<file path="src/rtl/core/touch_report_decoder_scaler_macros.svh">
// Assertion macros shared by the touch report decoder files.
`ifndef TOUCH_REPORT_DECODER_SCALER_MACROS_SVH
`define TOUCH_REPORT_DECODER_SCALER_MACROS_SVH

`ifndef SYNTHESIS
`define TRDS_ASSERT_IMP(label, clk, rst_n, ante, cons) \
    label: assert property (@(posedge clk) disable iff (!rst_n) (ante) |-> (cons)) \
        else $error("implication check failed");
`define TRDS_ASSERT_NEXT(label, clk, rst_n, ante, cons) \
    label: assert property (@(posedge clk) disable iff (!rst_n) (ante) |=> (cons)) \
        else $error("next-cycle check failed");
`else
`define TRDS_ASSERT_IMP(label, clk, rst_n, ante, cons)
`define TRDS_ASSERT_NEXT(label, clk, rst_n, ante, cons)
`endif

`endif

</file>
<file path="src/rtl/core/trds_pkg.sv">
package trds_pkg;

    localparam int PIXEL_BITS  = 12;
    localparam int HIGH_SHIFT  = 7;
    localparam int GAIN_FRAC   = 16;
    localparam int BYTE_W      = 8;
    localparam int RAW_W       = 16;
    localparam int GAIN_W      = 24;
    localparam int LIMIT_W     = 12;
    localparam int CFG_DATA_W  = 24;
    localparam int CFG_INDEX_W = 3;
    localparam int PROD_W      = RAW_W + GAIN_W;
    localparam int SCALED_W    = PROD_W - GAIN_FRAC;

    localparam logic [LIMIT_W-1:0] PIX_MAX = (PIXEL_BITS >= LIMIT_W) ? {LIMIT_W{1'b1}}
                                             : LIMIT_W'((1 << PIXEL_BITS) - 1);

    localparam int QUEUE_DEPTH = 2;
    localparam int QUEUE_AW    = $clog2(QUEUE_DEPTH);
    localparam int QUEUE_CW    = QUEUE_AW + 1;

    typedef enum logic [CFG_INDEX_W-1:0] {
        REG_PRESS_CODE = 3'd0,
        REG_COORD_MIN  = 3'd1,
        REG_X_GAIN     = 3'd2,
        REG_Y_GAIN     = 3'd3,
        REG_X_LIMIT    = 3'd4,
        REG_Y_LIMIT    = 3'd5
    } trds_reg_t;

    typedef enum logic [2:0] {
        POS_HUNT   = 3'd0,
        POS_X_LOW  = 3'd1,
        POS_X_HIGH = 3'd2,
        POS_Y_LOW  = 3'd3,
        POS_Y_HIGH = 3'd4
    } trds_pos_t;

    typedef struct packed {
        logic [RAW_W-1:0] raw_x;
        logic [RAW_W-1:0] raw_y;
    } trds_raw_t;

    typedef struct packed {
        logic [RAW_W-1:0]   coord_min;
        logic [GAIN_W-1:0]  x_gain;
        logic [GAIN_W-1:0]  y_gain;
        logic [LIMIT_W-1:0] x_limit;
        logic [LIMIT_W-1:0] y_limit;
    } trds_cfg_t;

endpackage

</file>
<file path="src/rtl/core/trds_front.sv">
`include "touch_report_decoder_scaler_macros.svh"

module trds_front (
    input  logic                          clk,
    input  logic                          rst_n,
    input  logic                          in_valid,
    output logic                          in_stall,
    input  logic [trds_pkg::BYTE_W-1:0]   rx_byte,
    input  logic [trds_pkg::BYTE_W-1:0]   press_code,
    input  logic                          q_full,
    output logic                          push,
    output trds_pkg::trds_raw_t           push_data
);
    import trds_pkg::*;

    trds_pos_t         pos_reg;
    trds_pos_t         pos_next;
    logic [BYTE_W-1:0] x_low_reg;
    logic [BYTE_W-1:0] x_high_reg;
    logic [BYTE_W-1:0] y_low_reg;
    logic              accept;

    assign in_stall = q_full;
    assign accept   = in_valid && !q_full;

    always_ff @(posedge clk or negedge rst_n)
    begin
        if (!rst_n)
        begin
            pos_reg <= POS_HUNT;
        end
        else
        begin
            pos_reg <= pos_next;
        end
    end

    always_ff @(posedge clk)
    begin
        if (accept && pos_reg == POS_X_LOW)
        begin
            x_low_reg <= rx_byte;
        end
        if (accept && pos_reg == POS_X_HIGH)
        begin
            x_high_reg <= rx_byte;
        end
        if (accept && pos_reg == POS_Y_LOW)
        begin
            y_low_reg <= rx_byte;
        end
    end

    always_comb
    begin
        pos_next = pos_reg;
        push     = 1'b0;
        if (accept)
        begin
            unique case (pos_reg)
                POS_HUNT:   pos_next = (rx_byte == press_code) ? POS_X_LOW : POS_HUNT;
                POS_X_LOW:  pos_next = POS_X_HIGH;
                POS_X_HIGH: pos_next = POS_Y_LOW;
                POS_Y_LOW:  pos_next = POS_Y_HIGH;
                POS_Y_HIGH:
                begin
                    pos_next = POS_HUNT;
                    push     = 1'b1;
                end
                default:    pos_next = POS_HUNT;
            endcase
        end
    end

    assign push_data.raw_x = (RAW_W'(x_high_reg) << HIGH_SHIFT) + RAW_W'(x_low_reg);
    assign push_data.raw_y = (RAW_W'(rx_byte) << HIGH_SHIFT) + RAW_W'(y_low_reg);

    `TRDS_ASSERT_NEXT(a_frame_ends_in_hunt, clk, rst_n, accept && pos_reg == POS_Y_HIGH, pos_reg == POS_HUNT)

endmodule

</file>
<file path="src/rtl/core/trds_queue.sv">
`include "touch_report_decoder_scaler_macros.svh"

module trds_queue (
    input  logic                clk,
    input  logic                rst_n,
    input  logic                push,
    input  trds_pkg::trds_raw_t push_data,
    output logic                full,
    output logic                q_valid,
    input  logic                pop,
    output trds_pkg::trds_raw_t q_data
);
    import trds_pkg::*;

    trds_raw_t           entries_reg [QUEUE_DEPTH];
    logic [QUEUE_AW-1:0] wr_ptr_reg;
    logic [QUEUE_AW-1:0] rd_ptr_reg;
    logic [QUEUE_CW-1:0] count_reg;
    logic [QUEUE_AW-1:0] wr_ptr_next;
    logic [QUEUE_AW-1:0] rd_ptr_next;
    logic [QUEUE_CW-1:0] count_next;

    assign full    = (count_reg == QUEUE_CW'(QUEUE_DEPTH));
    assign q_valid = (count_reg != '0);
    assign q_data  = entries_reg[rd_ptr_reg];

    always_comb
    begin
        wr_ptr_next = wr_ptr_reg;
        rd_ptr_next = rd_ptr_reg;
        count_next  = count_reg;
        if (push)
        begin
            wr_ptr_next = (wr_ptr_reg == QUEUE_AW'(QUEUE_DEPTH - 1)) ? '0 : wr_ptr_reg + 1'b1;
        end
        if (pop)
        begin
            rd_ptr_next = (rd_ptr_reg == QUEUE_AW'(QUEUE_DEPTH - 1)) ? '0 : rd_ptr_reg + 1'b1;
        end
        if (push && !pop)
        begin
            count_next = count_reg + 1'b1;
        end
        else if (pop && !push)
        begin
            count_next = count_reg - 1'b1;
        end
    end

    always_ff @(posedge clk or negedge rst_n)
    begin
        if (!rst_n)
        begin
            wr_ptr_reg <= '0;
            rd_ptr_reg <= '0;
            count_reg  <= '0;
        end
        else
        begin
            wr_ptr_reg <= wr_ptr_next;
            rd_ptr_reg <= rd_ptr_next;
            count_reg  <= count_next;
        end
    end

    always_ff @(posedge clk)
    begin
        if (push)
        begin
            entries_reg[wr_ptr_reg] <= push_data;
        end
    end

    `TRDS_ASSERT_IMP(a_no_push_when_full, clk, rst_n, push, !full)
    `TRDS_ASSERT_IMP(a_no_pop_when_empty, clk, rst_n, pop, q_valid)
    `TRDS_ASSERT_IMP(a_count_in_range, clk, rst_n, 1'b1, count_reg <= QUEUE_CW'(QUEUE_DEPTH))

endmodule

</file>
<file path="src/rtl/core/trds_back.sv">
`include "touch_report_decoder_scaler_macros.svh"

module trds_back (
    input  logic                           clk,
    input  logic                           rst_n,
    input  trds_pkg::trds_cfg_t            cfg,
    input  logic                           q_valid,
    input  trds_pkg::trds_raw_t            q_data,
    output logic                           pop,
    output logic                           out_valid,
    input  logic                           out_stall,
    output logic [trds_pkg::LIMIT_W-1:0]   pixel_x,
    output logic [trds_pkg::LIMIT_W-1:0]   pixel_y,
    output logic [trds_pkg::RAW_W-1:0]     raw_x,
    output logic [trds_pkg::RAW_W-1:0]     raw_y,
    output logic                           clipped
);
    import trds_pkg::*;

    logic                a_valid_reg;
    trds_raw_t           a_raw_reg;
    logic [RAW_W-1:0]    a_dx_reg;
    logic [RAW_W-1:0]    a_dy_reg;
    logic                a_low_reg;

    logic                b_valid_reg;
    trds_raw_t           b_raw_reg;
    logic [PROD_W-1:0]   b_px_reg;
    logic [PROD_W-1:0]   b_py_reg;
    logic                b_low_reg;

    logic                out_valid_reg;
    logic [LIMIT_W-1:0]  pixel_x_reg;
    logic [LIMIT_W-1:0]  pixel_y_reg;
    logic [RAW_W-1:0]    raw_x_reg;
    logic [RAW_W-1:0]    raw_y_reg;
    logic                clipped_reg;

    logic                en_a;
    logic                en_b;
    logic                en_c;
    logic                low_x;
    logic                low_y;
    logic [LIMIT_W-1:0]  lim_x;
    logic [LIMIT_W-1:0]  lim_y;
    logic [SCALED_W-1:0] scaled_x;
    logic [SCALED_W-1:0] scaled_y;
    logic                over_x;
    logic                over_y;

    assign en_c = !out_valid_reg || !out_stall;
    assign en_b = !b_valid_reg || en_c;
    assign en_a = !a_valid_reg || en_b;
    assign pop  = en_a && q_valid;

    assign low_x = q_data.raw_x < cfg.coord_min;
    assign low_y = q_data.raw_y < cfg.coord_min;

    assign lim_x    = (cfg.x_limit < PIX_MAX) ? cfg.x_limit : PIX_MAX;
    assign lim_y    = (cfg.y_limit < PIX_MAX) ? cfg.y_limit : PIX_MAX;
    assign scaled_x = b_px_reg[PROD_W-1:GAIN_FRAC];
    assign scaled_y = b_py_reg[PROD_W-1:GAIN_FRAC];
    assign over_x   = scaled_x > SCALED_W'(lim_x);
    assign over_y   = scaled_y > SCALED_W'(lim_y);

    always_ff @(posedge clk or negedge rst_n)
    begin
        if (!rst_n)
        begin
            a_valid_reg   <= 1'b0;
            b_valid_reg   <= 1'b0;
            out_valid_reg <= 1'b0;
        end
        else
        begin
            if (en_a)
            begin
                a_valid_reg <= q_valid;
            end
            if (en_b)
            begin
                b_valid_reg <= a_valid_reg;
            end
            if (en_c)
            begin
                out_valid_reg <= b_valid_reg;
            end
        end
    end

    always_ff @(posedge clk)
    begin
        if (en_a)
        begin
            a_raw_reg <= q_data;
            a_dx_reg  <= low_x ? '0 : q_data.raw_x - cfg.coord_min;
            a_dy_reg  <= low_y ? '0 : q_data.raw_y - cfg.coord_min;
            a_low_reg <= low_x || low_y;
        end
        if (en_b)
        begin
            b_raw_reg <= a_raw_reg;
            b_px_reg  <= PROD_W'(a_dx_reg) * PROD_W'(cfg.x_gain);
            b_py_reg  <= PROD_W'(a_dy_reg) * PROD_W'(cfg.y_gain);
            b_low_reg <= a_low_reg;
        end
        if (en_c)
        begin
            raw_x_reg   <= b_raw_reg.raw_x;
            raw_y_reg   <= b_raw_reg.raw_y;
            pixel_x_reg <= over_x ? lim_x : scaled_x[LIMIT_W-1:0];
            pixel_y_reg <= over_y ? lim_y : scaled_y[LIMIT_W-1:0];
            clipped_reg <= b_low_reg || over_x || over_y;
        end
    end

    assign out_valid = out_valid_reg;
    assign pixel_x   = pixel_x_reg;
    assign pixel_y   = pixel_y_reg;
    assign raw_x     = raw_x_reg;
    assign raw_y     = raw_y_reg;
    assign clipped   = clipped_reg;

    `TRDS_ASSERT_IMP(a_pixel_x_within_limit, clk, rst_n, out_valid_reg, pixel_x_reg <= cfg.x_limit)
    `TRDS_ASSERT_IMP(a_pixel_y_within_limit, clk, rst_n, out_valid_reg, pixel_y_reg <= cfg.y_limit)

endmodule

</file>
<file path="src/rtl/core/touch_report_decoder_scaler.sv">
// A frame waits in the queue, then passes through stage a and stage b to the output register.
// Throughput: one byte and one scaled frame per cycle, unless a stall holds them back.
// The two-entry frame queue sets the only input stall, raised while it is full.
// Reset is asynchronous and active low; it returns the parser to hunting, empties the
// queue and pipeline, and loads the register reset values.
module touch_report_decoder_scaler (
    input  logic                               clk,
    input  logic                               rst_n,
    input  logic                               in_valid,
    output logic                               in_stall,
    input  logic [trds_pkg::BYTE_W-1:0]        rx_byte,
    output logic                               out_valid,
    input  logic                               out_stall,
    output logic [trds_pkg::LIMIT_W-1:0]       pixel_x,
    output logic [trds_pkg::LIMIT_W-1:0]       pixel_y,
    output logic [trds_pkg::RAW_W-1:0]         raw_x,
    output logic [trds_pkg::RAW_W-1:0]         raw_y,
    output logic                               clipped,
    input  logic                               cfg_we,
    input  logic [trds_pkg::CFG_INDEX_W-1:0]   cfg_index,
    input  logic [trds_pkg::CFG_DATA_W-1:0]    cfg_data
);
    import trds_pkg::*;

    logic [BYTE_W-1:0] press_code_reg;
    trds_cfg_t         cfg_reg;
    logic              q_full;
    logic              push;
    trds_raw_t         push_data;
    logic              q_valid;
    logic              pop;
    trds_raw_t         q_data;

    always_ff @(posedge clk or negedge rst_n)
    begin
        if (!rst_n)
        begin
            press_code_reg    <= BYTE_W'(129);
            cfg_reg.coord_min <= '0;
            cfg_reg.x_gain    <= GAIN_W'(12803);
            cfg_reg.y_gain    <= GAIN_W'(7682);
            cfg_reg.x_limit   <= LIMIT_W'(799);
            cfg_reg.y_limit   <= LIMIT_W'(479);
        end
        else if (cfg_we)
        begin
            unique case (cfg_index)
                REG_PRESS_CODE: press_code_reg    <= cfg_data[BYTE_W-1:0];
                REG_COORD_MIN:  cfg_reg.coord_min <= cfg_data[RAW_W-1:0];
                REG_X_GAIN:     cfg_reg.x_gain    <= cfg_data[GAIN_W-1:0];
                REG_Y_GAIN:     cfg_reg.y_gain    <= cfg_data[GAIN_W-1:0];
                REG_X_LIMIT:    cfg_reg.x_limit   <= cfg_data[LIMIT_W-1:0];
                REG_Y_LIMIT:    cfg_reg.y_limit   <= cfg_data[LIMIT_W-1:0];
                default:        press_code_reg    <= press_code_reg;
            endcase
        end
    end

    trds_front u_front (
        .clk        (clk),
        .rst_n      (rst_n),
        .in_valid   (in_valid),
        .in_stall   (in_stall),
        .rx_byte    (rx_byte),
        .press_code (press_code_reg),
        .q_full     (q_full),
        .push       (push),
        .push_data  (push_data)
    );

    trds_queue u_queue (
        .clk        (clk),
        .rst_n      (rst_n),
        .push       (push),
        .push_data  (push_data),
        .full       (q_full),
        .q_valid    (q_valid),
        .pop        (pop),
        .q_data     (q_data)
    );

    trds_back u_back (
        .clk        (clk),
        .rst_n      (rst_n),
        .cfg        (cfg_reg),
        .q_valid    (q_valid),
        .q_data     (q_data),
        .pop        (pop),
        .out_valid  (out_valid),
        .out_stall  (out_stall),
        .pixel_x    (pixel_x),
        .pixel_y    (pixel_y),
        .raw_x      (raw_x),
        .raw_y      (raw_y),
        .clipped    (clipped)
    );

endmodule

</file>
<file path="config.mk">
export PLATFORM = sky130hd
export DESIGN_NAME = touch_report_decoder_scaler
export DESIGN_NICKNAME = d
export VERILOG_FILES = /design/src/rtl/core/trds_pkg.sv /design/src/rtl/core/trds_front.sv /design/src/rtl/core/trds_queue.sv /design/src/rtl/core/trds_back.sv /design/src/rtl/core/touch_report_decoder_scaler.sv
export VERILOG_INCLUDE_DIRS = /design/src /design/src/rtl/core
export SDC_FILE = /design/constraint.sdc
export NUM_CORES = 2
export LEC_CHECK = 0
export ABC_AREA = 1
export BUFFER_PORTS_ARGS = -buffer_cell sky130_fd_sc_hd__buf_2
export CAP_MARGIN = 20
export CELL_PAD_IN_SITES_DETAIL_PLACEMENT = 1
export CELL_PAD_IN_SITES_GLOBAL_PLACEMENT = 2
export CORE_UTILIZATION = 44
export CTS_CLUSTER_SIZE = 20
export DETAILED_ROUTE_END_ITERATION = 8
export GPL_TIMING_DRIVEN = 0
export MAX_ROUTING_LAYER = met4
export PLACE_DENSITY = 0.91
export SETUP_SLACK_MARGIN = 0.02
export SLEW_MARGIN = 20
export SYNTH_ARGS = -nofsm -noshare
export SYNTH_HDL_FRONTEND = slang
export SYNTH_SLANG_ARGS = --single-unit
</file>
<file path="constraint.sdc">
create_clock -name clk -period 13.3 [get_ports clk]
set_input_delay 1.995 -clock clk [delete_from_list [all_inputs] [get_ports clk]]
set_output_delay 1.995 -clock clk [all_outputs]
set_load 0.005 [all_outputs]
</file>
==> reports/results.md <==
| Metric | This run |
| --- | --- |
| Via density per instance | 5.211 |
| Commonest non-fill, non-tap cell in the layout | sky130_fd_sc_hd__nand2_1 |
| Element type at the critical path start | flop |
| Mapped Nets | 5729 |
| Setup TNS | 0 ps |
| Wire length of the first global-routing pass | 206.3 mm |
| Type of the setup path with the least slack | flop to flop |
| Arrival time at the worst endpoint | 7470 ps |
| Final worst clock skew | 46.32 ps |
| Last weighted congestion value of the routability-driven placer | 0.9634 |
| Layout cell share with drive strength beyond 1 | 4.961% |
| Bufs on Longest Clock Path | 3 |
| Element type at the critical path end | flop |
| Height of the die | 309.8 um |
| Number of max-slew violations in the final report | 0 |
| Total congestion overflow | 0 |
| Slowest cell delay on critical path | 610 ps |
| Fraction of the yosys area taken by sequential cells | 27.41% |
| Post-route standard cell area excluding fillers | 45370 um2 |
| Fin crit share | 53.66% |
| Insertion delay to the later sink of the worst-skew pair | 600 ps |
| Gates resized, CTS repair | 0 |
| Number of cell instances on the worst register-to-register path | 23 |
| Max FFs per register | 88 |
| Num ports | 99 |
| Critical path peak fanout | 10 |
| Number of warnings issued by yosys | 0 |
| Unrepaired setup endpoints after global routing | no |
| Detailed placement HPWL | 111.6 mm |
| Antenna violations before repair | 14 |
| Most frequent cells in the layout | 1330 x sky130_fd_sc_hd__nand2_1, 1200 x sky130_fd_sc_hd__inv_1, 612 x sky130_fd_sc_hd__fa_1 |
| H-Tree Level Count | 2 |
| Number of routed nets with antenna violations | 0 |
| Number of clock sinks | 397 |
| Syn Std Cell Area | 41690 um2 |
| Ordered list of cells on the worst path | clkbuf_1 > clkbuf_1 > nand2_1 > fa_1 > inv_1 > fa_1 > inv_1 > fa_1 > inv_1 > fa_1 > fa_1 > inv_1 > fa_1 > inv_1 > ha_1 > nand2_1 > nor2_1 > inv_1 > nor3_1 > inv_1 > o21ai_0 > a21oi_1 > xnor2_1 |
| Relative slew slack | 37.03% |
| CP required | 13630 ps |
| Standard cell area after detailed placement | 43930 um2 |
| Setup violators final | 0 |
| Pre-Repair DR Iteration Count | 7 |
| Cts hold-fix bufs | 0 |
| Vias in the first global route | 35160 |
| Status | finished clean |
| Top_reg_cell synth | sky130_fd_sc_hd__edfxtp_1 |
| Drt first-iter violations | 2091 |
| Number of setup buffers added after CTS | 0 |
| Count of distinct cell types in the synthesized netlist | 47 |
| Mapped Cells | 4798 |
| Type of the most critical hold path | flop to flop |
| Average routed wire per standard cell | 21.43 um |
| Number of nets in the final layout | 5877 |
| Overall fraction of global-route tracks in use | 29.61% |
| X dimension of the die | 309.8 um |
| Final hold viol count | 0 |
| Post-layout minimum cycle time | 7136 ps |
| Synth Register Bits | 397 |
| Layout area overhead | 8.827% |
| Internal reg-to-reg setup slack | 6160 ps |
| Per-instance average area after synthesis | 8.688 um2 |
| Total length of routed wires | 133.6 mm |
| Number of design rule violations left after detail routing | 0 |
| Cell depth of the worst hold path | 0 |
| Post-synthesis async set-or-reset flop share | 26.70% |
| Starting density of the core | 44.53% |
| Cell chosen for the clock root | sky130_fd_sc_hd__clkbuf_16 |
| Max-capacitance violation count | 0 |
| Total number of vias | 32490 |
| Post-synth EDFFs | 291 |
| Site row count | 112 |
| Pin count of the biggest net entering global routing | 59 |
| Peak clock frequency supported by timing | 0.1401 GHz |
| CTS tree | yes |
| Clock-pin transition on the worst setup and hold timing paths | 70 ps |
| Number of buffers added by the clock tree synthesis step | 42 |
| Least-Margin Pin Slew | 943.5 ps |
| Floorplan core area | 93610 um2 |
| Die ar. | 95980 um2 |
| Critical-path cell with the highest stage delay | sky130_fd_sc_hd__clkbuf_1 |
| Cell mode on critical path | sky130_fd_sc_hd__inv_1 |
| Number of I/O port buffers | 98 |
==> worst paths after layout <==
check	from	end
max	cfg_reg[36]$_DFFE_PN1P_	u_back.b_py_reg[23]$_DFFE_PP_
min	u_back.b_raw_reg[19]$_DFFE_PP_	u_back.raw_x[3]$_DFFE_PP_
max reg2reg	cfg_reg[36]$_DFFE_PN1P_	u_back.b_py_reg[23]$_DFFE_PP_
min reg2reg	u_back.b_raw_reg[19]$_DFFE_PP_	u_back.raw_x[3]$_DFFE_PP_
max in group asynchronous	rst_n	cfg_reg[34]$_DFFE_PN1P_
min in group asynchronous	rst_n	cfg_reg[5]$_DFFE_PN0P_
==> critical path, delay by kind of cell, from the launching register on <==
kind / cells / cell delay (ps)
AND/OR/NAND/NOR: 4 / 570
flip-flops: 1 / 520
AO/OA/AOI/OAI: 2 / 330
XOR/XNOR: 1 / 430
adder cells (fa/ha/maj): 7 / 3500
buffers and inverters: 9 / 1540
==> cells in the mapped netlist (3+ instances only) <==
| master | instances | area share [%] |
|---|---|---|
| sky130_fd_sc_hd__nor3_1 | 25 | 0.30 |
| sky130_fd_sc_hd__dfstp_2 | 27 | 1.7 |
| sky130_fd_sc_hd__inv_1 | 1201 | 11 |
| sky130_fd_sc_hd__nand2_2 | 6 | 0.090 |
| sky130_fd_sc_hd__o21a_1 | 11 | 0.20 |
| sky130_fd_sc_hd__clkbuf_1 | 181 | 1.6 |
| sky130_fd_sc_hd__nand4_1 | 12 | 0.18 |
| sky130_fd_sc_hd__xnor2_1 | 20 | 0.42 |
| sky130_fd_sc_hd__o21bai_1 | 6 | 0.11 |
| sky130_fd_sc_hd__edfxtp_1 | 291 | 21 |
| sky130_fd_sc_hd__nor2_1 | 165 | 1.5 |
| sky130_fd_sc_hd__fa_1 | 612 | 29 |
| sky130_fd_sc_hd__or2_2 | 7 | 0.11 |
| sky130_fd_sc_hd__a21oi_2 | 10 | 0.21 |
| sky130_fd_sc_hd__o21ai_1 | 5 | 0.060 |
| sky130_fd_sc_hd__a21boi_0 | 4 | 0.072 |
| sky130_fd_sc_hd__o311ai_0 | 3 | 0.063 |
| sky130_fd_sc_hd__nand3b_1 | 7 | 0.13 |
| sky130_fd_sc_hd__xor2_1 | 47 | 0.99 |
| sky130_fd_sc_hd__a21oi_1 | 133 | 1.6 |
| sky130_fd_sc_hd__nand3_1 | 84 | 1.0 |
| sky130_fd_sc_hd__a211oi_1 | 3 | 0.054 |
| sky130_fd_sc_hd__o21ai_2 | 3 | 0.063 |
| sky130_fd_sc_hd__nor4_1 | 9 | 0.14 |
| sky130_fd_sc_hd__nand2_1 | 1332 | 12 |
| sky130_fd_sc_hd__dfrtp_1 | 79 | 4.7 |
| sky130_fd_sc_hd__o21ai_0 | 191 | 2.3 |
| sky130_fd_sc_hd__ha_1 | 279 | 8.4 |
| sky130_fd_sc_hd__buf_6 | 4 | 0.11 |
| sky130_fd_sc_hd__buf_2 | 3 | 0.036 |
| sky130_fd_sc_hd__a21o_1 | 13 | 0.23 |
==> routing by layer <==
layer  global-route usage, %  vias up  routed length [um]
met5                       -        -                   0
met4                   8.306        0                4175
met3                   2.329      210                7880
met2                   48.16      959               63810
met1                   39.90    16760               57720
li1                        -    14560                   -
==> final cells by class <==
| type | instances | area (um2) |
|---|---|---|
| repair buffers | 104 | 639.4 |
| clock inverters | 25 | 324.1 |
| multi-input cells | 3006 | 25020 |
| diodes | 2 | 5.005 |
| flip-flops and latches | 397 | 11420 |
| fillers | 11220 | 48240 |
| inverters | 1203 | 4518 |
| plain buffers | 192 | 760.7 |
| well taps | 1254 | 1569 |
| clock buffers | 52 | 1110 |
==> logic make-up after synthesis <==
| group | Yosys count | share of synthesized area, % |
|---|---|---|
| AO/OA/AOI/OAI | 395 | 5.226 |
| XOR/XNOR | 67 | 1.408 |
| flip-flops | 397 | 27.41 |
| AND/OR/NAND/NOR | 1653 | 15.54 |
| adder cells (fa/ha/maj) | 891 | 37.76 |
| buffers and inverters | 1395 | 12.66 |
==> per-stage QoR <==
stage / utilization [%] / instances / setup WS (ps) / hold slack, ps
finish: 48.46 / 6235 / 6164 / 418.7
global route: 48.46 / 6233 / 5894 / 422.6
CTS: 48.46 / 6233 / 6266 / 420.3
detailed placement: 46.93 / 6156 / 6268 / 405.2
global placement: 46.73 / 6150 / 4828 / 402.2
floorplan: - / 4798 / 6986 / 400.3
Power is left out: the tool's default activity adds up to more than one toggle a clock period on the data nets, which glitch-free logic cannot reach.
